<file path="config.mk">
export PLATFORM = sky130hd
export DESIGN_NAME = kcv_div
export DESIGN_NICKNAME = d
export VERILOG_FILES = /design/src/rtl/core/kcv_pkg.sv /design/src/rtl/core/kcv_div.sv
export SDC_FILE = /design/constraint.sdc
export NUM_CORES = 1
export LEC_CHECK = 0
export ABC_AREA = 1
export BUFFER_PORTS_ARGS = -buffer_cell sky130_fd_sc_hd__buf_2
export CAP_MARGIN = 40
export CORE_AREA = 2 2 168 170
export CTS_CLUSTER_DIAMETER = 50
export DETAILED_ROUTE_END_ITERATION = 8
export DIE_AREA = 0 0 170 172
export PLACE_DENSITY = 0.73
export SYNTH_ARGS = -nofsm -noshare
export SYNTH_HDL_FRONTEND = slang
export SYNTH_SLANG_ARGS = --single-unit
</file>
<file path="constraint.sdc">
create_clock -name i_clk -period 12.2 [get_ports i_clk]
set_clock_uncertainty 0.2 [all_clocks]
set_input_delay 3.66 -clock i_clk [delete_from_list [all_inputs] [get_ports i_clk]]
set_output_delay 3.66 -clock i_clk [all_outputs]
set_load 0.01 [all_outputs]
</file>
<file path="src/rtl/core/kcv_pkg.sv">
// Shared types, constants and helpers for the constant-velocity Kalman filter core.
// Used by kcv_div, the top level and the checker. No dependencies.
`default_nettype none

package kcv_pkg;

    // Filter dimensions
    localparam int MEAS_DIM  = 2;
    localparam int STATE_DIM = 4;
    localparam bit RATIO     = (STATE_DIM == 2 * MEAS_DIM);
    localparam int NCOL      = MEAS_DIM + STATE_DIM;

    // Index widths
    localparam int XW = (STATE_DIM > 1) ? $clog2(STATE_DIM) : 1;
    localparam int MW = (MEAS_DIM > 1) ? $clog2(MEAS_DIM) : 1;
    localparam int CW = $clog2(NCOL);

    // Accumulator and divider sizes
    localparam int ACC_W = 52;
    localparam int DIV_N = 48;
    localparam int DCW   = $clog2(DIV_N);

    localparam logic signed [31:0] QONE = 32'sd65536;
    localparam logic [30:0] NOISE_RESET = 31'd65536;

    localparam logic signed [ACC_W-1:0] SAT_MAX = {{(ACC_W-32){1'b0}}, 32'h7fffffff};
    localparam logic signed [ACC_W-1:0] SAT_MIN = {{(ACC_W-32){1'b1}}, 32'h80000000};

    // Operation codes
    localparam logic [1:0] FUNC_PREDICT = 2'd0;
    localparam logic [1:0] FUNC_CORRECT = 2'd1;
    localparam logic [1:0] FUNC_RESTART = 2'd2;

    // Register indexes
    localparam logic [1:0] CFG_Q  = 2'd0;
    localparam logic [1:0] CFG_R  = 2'd1;
    localparam logic [1:0] CFG_P0 = 2'd2;

    typedef struct packed {
        logic [1:0]         func;
        logic signed [31:0] meas_0;
        logic signed [31:0] meas_1;
        logic signed [31:0] meas_2;
        logic signed [31:0] meas_3;
    } t_in;

    typedef struct packed {
        logic signed [31:0] est_0;
        logic signed [31:0] est_1;
        logic signed [31:0] est_2;
        logic signed [31:0] est_3;
        logic signed [31:0] est_4;
        logic signed [31:0] est_5;
        logic signed [31:0] est_6;
        logic signed [31:0] est_7;
        logic               singular;
        logic               saturated;
    } t_out;

    typedef struct packed {
        logic               start;
        logic signed [31:0] num;
        logic signed [31:0] den;
    } t_div_req;

    typedef struct packed {
        logic               done;
        logic signed [31:0] quo;
        logic               clip;
    } t_div_rsp;

    typedef struct packed {
        logic signed [31:0] val;
        logic               clip;
    } t_sat;

    // Clip a wide sum to 32-bit signed
    function automatic t_sat sat32(input logic signed [ACC_W-1:0] v);
        t_sat s;
        if (v > SAT_MAX) begin
            s.val  = 32'sh7fffffff;
            s.clip = 1'b1;
        end else if (v < SAT_MIN) begin
            s.val  = 32'sh80000000;
            s.clip = 1'b1;
        end else begin
            s.val  = v[31:0];
            s.clip = 1'b0;
        end
        return s;
    endfunction

endpackage

`default_nettype wire

</file>
<file path="src/rtl/core/kcv_div.sv">
// Radix-2 restoring divider for Q16.16: (|a|<<16 + |b|/2) / |b|, signed, saturated.
// Works on one quotient at a time; a new start abandons the one in progress. Depends on kcv_pkg.
`default_nettype none

module kcv_div (
    input  logic              i_clk,
    input  logic              i_rst_n,
    input  kcv_pkg::t_div_req i_req,
    output kcv_pkg::t_div_rsp o_rsp
);
    import kcv_pkg::*;

    logic             r_busy;
    logic             r_done;
    logic             r_neg;
    logic [DCW-1:0]   r_cnt;
    logic [DIV_N-1:0] r_num;
    logic [DIV_N-1:0] r_quo;
    logic [31:0]      r_den;
    logic [31:0]      r_rem;

    logic [31:0] mag_a;
    logic [31:0] mag_b;
    logic [32:0] rem_sh;
    logic [32:0] rem_sub;
    logic        ge;
    logic signed [ACC_W-1:0] q_mag;
    logic signed [ACC_W-1:0] q_signed;
    t_sat q_sat;

    assign mag_a = i_req.num[31] ? (~i_req.num + 32'd1) : i_req.num;
    assign mag_b = i_req.den[31] ? (~i_req.den + 32'd1) : i_req.den;

    // One quotient bit per cycle
    assign rem_sh  = {r_rem, r_num[DIV_N-1]};
    assign ge      = (rem_sh >= {1'b0, r_den});
    assign rem_sub = rem_sh - {1'b0, r_den};

    assign q_mag    = $signed({{(ACC_W-DIV_N){1'b0}}, r_quo});
    assign q_signed = r_neg ? -q_mag : q_mag;
    assign q_sat    = sat32(q_signed);

    assign o_rsp.done = r_done;
    assign o_rsp.quo  = q_sat.val;
    assign o_rsp.clip = q_sat.clip;

    always_ff @(posedge i_clk) begin
        if (!i_rst_n) begin
            r_busy <= 1'b0;
            r_done <= 1'b0;
            r_cnt  <= '0;
        end else begin
            r_done <= 1'b0;
            if (i_req.start) begin
                r_busy <= 1'b1;
                r_cnt  <= '0;
                r_num  <= DIV_N'({mag_a, 16'h0000}) + DIV_N'(mag_b >> 1);
                r_den  <= mag_b;
                r_rem  <= '0;
                r_quo  <= '0;
                r_neg  <= i_req.num[31] ^ i_req.den[31];
            end else if (r_busy) begin
                r_rem <= ge ? rem_sub[31:0] : rem_sh[31:0];
                r_num <= r_num << 1;
                r_quo <= {r_quo[DIV_N-2:0], ge};
                if (int'(r_cnt) == DIV_N - 1) begin
                    r_busy <= 1'b0;
                    r_done <= 1'b1;
                end else begin
                    r_cnt <= r_cnt + 1'b1;
                end
            end
        end
    end

endmodule

`default_nettype wire

</file>
* After elaboration in Yosys (flattened, before gate mapping) *
Index checks and enable logic that the tools add are counted.

cells by class
  reductions and logical operators = 6
  equal/unequal tests = 1
  muxes and demuxes = 14
  add/subtract/negate cells = 6
  bitwise logic cells = 6
  magnitude comparators = 3

operators by type and width
  cell                     number
  $mux W48                 3
  $mux W32                 4
  $mux W33                 2
  $add A32 B1 Y32 const B  2
  $not A32 Y32             2
  $gt A52 B32 Y1 const B   1
  $lt A52 B32 Y1 const B   1
  $mux W52                 1
  $neg A48 Y52             1
  $add A48 B31 Y48         1
  $ge A33 B32 Y1           1
  $sub A32 B32 Y32         1
  $add A6 B1 Y6 const B    1
  $eq A6 B6 Y1 const B     1
  $reduce_and A2 Y1        3
  $mux W1                  4
  $not A1 Y1               3
  $reduce_or A3 Y1         1
  $reduce_bool A2 Y1       1
  $reduce_or A2 Y1         1
  $xor A1 B1 Y1            1

storage, ports and cells
  bits of input ports = 67
  logic and storage cells = 44
  output and inout bits = 34
  bits in registers = 169

* Logic depth before layout (Yosys ltp) *
  depth in word-level cells = 5
  depth in mapped cells = 26
  mapped depth without buffers = 26

* Worst setup path before layout *
Ideal clock, no wire load.

  path kind = input to register
  from = input i_req[64] (netlist bit)
  to = register r_num[0] (enable)
  setup time = 0.658 ns
  arrival time = 10.285 ns
  data required time = 11.342 ns
  cell stages on the path = 4
  path buffers = 2
  path slack = 1.057 ns
  path through = clkinv_1 > clkbuf_1 > clkbuf_1 > a21oi_1

on the way
  longest elaborated chain between the ends = 2

ends and longest elaborated chain
  item                                 RTL line       source
  from (decl)                          kcv_div.sv:8   input kcv_pkg::t_div_req i_req,
  $reduce_bool A2 Y1 (no source line)  -
  $reduce_and A2 Y1 (no source line)   -
  to (signal assigned)                 kcv_div.sv:57  r_num <= DIV_N'({mag_a, 16'h0000}) + DIV_N'(mag_b >> 1);
  to (signal assigned)                 kcv_div.sv:64  r_num <= r_num << 1;
  to (decl)                            kcv_div.sv:17  logic [DIV_N-1:0] r_num;

No other way between the ends.
A chain may end at the register's enable or synchronous reset.

* Worst setup path in the final report *
  from = input i_req[0] (netlist bit)
  to = register r_num[43] (data pin)

on the way
  longest elaborated chain between the ends = 5

ends and longest elaborated chain
  item              RTL line       source
  $not A32 Y32      kcv_div.sv:32  assign mag_b = i_req.den[31] ? (~i_req.den + 32'd1) : i_req.den;
  $add A32 B1 Y32   kcv_div.sv:32
  $mux W32          kcv_div.sv:32
  via mag_b[19]     kcv_div.sv:23  logic [31:0] mag_b;
  $add A48 B31 Y48  kcv_div.sv:57
  $mux W48          kcv_div.sv:54  if (i_req.start) begin

The timed path passes the listed nets, and every way through them passes these cells.

==> summary.md <==
| Metric | Value |
|---|---|
| Status | `completed` |
| Synth unique cells | `52` |
| Setup TNS | `0 ns` |
| Yosys warns | `0` |
| Seq cells post-synth | `169` |
| Worst hold margin | `0.255 ns` |
| Worst EP required | `12.20 ns` |
| Setup CP Type | `input pin to flip-flop` |
| DRT Pass-1 Iters | `7` |
| Max IR drop VDD | `99.9 uV` |
| Arrival time worst endpoint | `7.93 ns` |
| PwrDens | `119 nW/um^2` |
| Hold endpoint | `r_cnt[5]` |
| Post-Syn Area | `between 10,000 and 15,000 sq um` |
| First-pass GRT wire length | `57,500 um` |
| Syn-to-layout area delta | `10.8%` |
| CP most frequent cell | `nand2_1` |
| Final setup violation count | `0` |
| Remaining Overflow, GRT | `0` |
| FF-to-FF path depth | `12` |
| Core area | `27,500 sq um` |
| Rel. slew slack | `0.488` |
| Post-layout min period | `between 7 and 8 ns` |
| Critical R2R Launch | `r_den[0]` |
| CTS max path bufs | `2` |
| Crit. End Element | `flip-flop` |
| CTS clk-pin slew, worst paths | `around 0.070 ns` |
| Placer Congestion | `just over 0.9` |
| Worst Tran Pin Value | `0.769 ns` |
| RSZ-0062 raised after global routing | `no` |
| Crit-path max FO | `4` |
| # DRC | `0` |
| Hold Path Origin | `r_cnt[5]` |
| Max_cap viols | `0` |
| Cell Count, Final, Fillers Out | `about 2,400` |
| Max Slew Vio Count | `0` |
| Post-route clock period utilization | `0.650` |
| TritonCTS buffer count | `17` |
| Chip height | `172 um` |
| CP Launch Type | `input pin` |
| Crit-path max cell delay | `0.45 ns` |
| Clk_lat worst skew | `0.45 ns` |
| Post-CTS setup buffers | `0` |
| Initial Util | `0.492` |
| Top-Level Pins | `between 100 and 150` |
| R2R Setup Slk | `between 8 and 9 ns` |
| Via count | `12,600` |
| Hold Buf Count CTS | `0` |
| Port Buffers | `100` |
| CTS Sinks | `169` |
| Initial DRC Count | `1,246` |
| N_diodes | `0` |
| Antenna-violating nets left | `0` |
| Initial antenna violation count | `0` |
| Lkg Pwr | `6.86 nW` |
| Fraction of layout cells with a size suffix above 1 | `0.0950` |
| CTS HTree Levels | `4` |
| Die W | `170 um` |
| Syn avg cell area | `7.05 sq um` |
| Worst min-delay path class | `flip-flop to flip-flop` |
| Vias/cell | `5.34` |
| Largest net degree at the start of global routing | `96` |
| Post-synthesis sequential area ratio | `0.370` |
| Post-DP HPWL | `27,000 um` |
| CP Depth | `25` |
| Resized Gates After CTS | `0` |
| CP top delay family | `simple AND/OR/NAND/NOR gates` |
| Final hold vios | `0` |
| Syn nets | `approximately 2,000` |
| DR WL/cell | `about 15 um` |
| FMAX | `approximately 130 MHz` |
| Slowest stage cell, crit path | `o21ai_0` |
| FP Rows | `61` |
| Reg2reg end | `r_rem[30]` |
| Vias in the first global route | `~12,000` |
| Die area | `approximately 30,000 sq um` |
| CP bufs+invs | `3` |
| Post-Synthesis Cells | `about 1,900` |
| GRT Util Overall | `0.247` |
| Final nets | `2,118` |
| CTS tree | `yes` |
| Placed cells | `2,325` |
| CTS Root Cell | `clkbuf_16` |
| Routed WL | `35,300 um` |
| Cells on Worst Hold Path | `1` |
==> area by class of cell <==
class / instances / area [sq um]
clock buffers: 17 / 425
clock inverters: 15 / 158
flip-flops and latches: 169 / 4990
repair buffers: 110 / 656
multi-input cells: 1477 / 7460
well taps: 346 / 433
inverters: 223 / 837
fillers: 2688 / 12500
==> registers in the layout, indices dropped and copies added, names as in the netlist <==
| register | flops |
|---|---|
| r_busy | 1 |
| r_den | 32 |
| r_rem | 32 |
| r_done | 1 |
| r_num | 48 |
| r_neg | 1 |
| r_cnt | 6 |
| r_quo | 48 |
==> synth_stat cells, drive strengths merged <==
library cell,instances,area [sq um]
a21boi,5,37.5
a21o,8,60.1
a21oi,89,445
a221oi,4,35.0
a311oi,1,8.76
a31oi,7,43.8
and2,3,18.8
and3,1,6.26
buf,20,128
clkbuf,26,98.8
clkinv,2,7.51
dfxtp,8,160
edfxtp,161,4830
fa,2,40.0
ha,51,638
inv,221,830
nand2,594,2280
nand3,137,713
nand3b,8,60.1
nand4,32,200
nor2,280,1100
nor3,21,121
nor4,6,37.5
o2111ai,1,8.76
o211ai,3,22.5
o21a,4,30.0
o21ai,101,521
o21bai,7,56.3
o22ai,1,6.26
o31ai,1,7.51
or2,6,37.5
xnor2,29,254
xor2,75,664
==> metrics by stage <==
stage / power [mW] / cell area [sq um] / worst slack, ns / util
after floorplan: 1.10 / 13500 / 1.06 / -
after global placement: 1.22 / 14300 / 3.98 / 0.519
after detailed placement: 1.23 / 14400 / 3.81 / 0.523
after CTS: 1.78 / 15000 / 4.29 / 0.545
after global routing: 1.88 / 15000 / 3.88 / 0.545
final: 1.78 / 15000 / 4.27 / 0.545
==> how the worst max path moves through the flow <==
stage	slack, ns	end	start
final	4.27	r_num[43]	i_req[0]
after global routing	3.88	r_num[46]	i_req[0]
after CTS	4.29	r_num[43]	i_req[0]
after detailed placement	3.81	r_num[43]	i_req[0]
after global placement	3.98	r_num[43]	i_req[2]
after floorplan	1.06	r_num[0]	i_req[64]
==> cell families after synthesis <==
logic type | after synthesis | synth area share
AO/OA/AOI/OAI | 232 | 0.0949
adder cells (fa/ha/maj) | 53 | 0.0502
AND/OR/NAND/NOR | 1088 | 0.338
XOR/XNOR | 104 | 0.0680
buffers and inverters | 269 | 0.0787
flip-flops | 169 | 0.370
==> worst reg2reg max path: cells and delay by family, from the launching register on <==
family / cells / cell delay (ns)
AO/OA/AOI/OAI: 4 / 1.03
adder cells (fa/ha/maj): 2 / 0.72
flip-flops: 1 / 0.46
AND/OR/NAND/NOR: 6 / 0.73
==> power breakdown <==
part / switching, mW / total (mW) / internal (mW)
registers: 0.0251 / 0.723 / 0.697
logic: 0.330 / 0.508 / 0.177
clock network: 0.262 / 0.550 / 0.289
==> metal layers <==
layer	part of all wire	vias up	routed length, um	GRT usage
li1	-	6427	-	-
met1	0.47	5677	16600	0.340
met2	0.46	436	16200	0.414
met3	0.056	50	1990	0.0291
met4	0.015	0	541	0.0650
met5	0	-	0	0
==> cells in the final DEF, fill, tap and decap left out, drive strengths merged, types with 5 or more instances in the layout <==
master	count
nand2	594
nor2	280
inv	229
edfxtp	161
nand3	137
buf	110
o21ai	101
a21oi	89
xor2	75
ha	51
nand4	32
xnor2	29
nor3	21
clkbuf	17
nand3b	8
a21o	8
dfxtp	8
a31oi	7
o21bai	7
or2	6
nor4	6
a21boi	5
No activity file was read; power rests on OpenSTA's default activity.
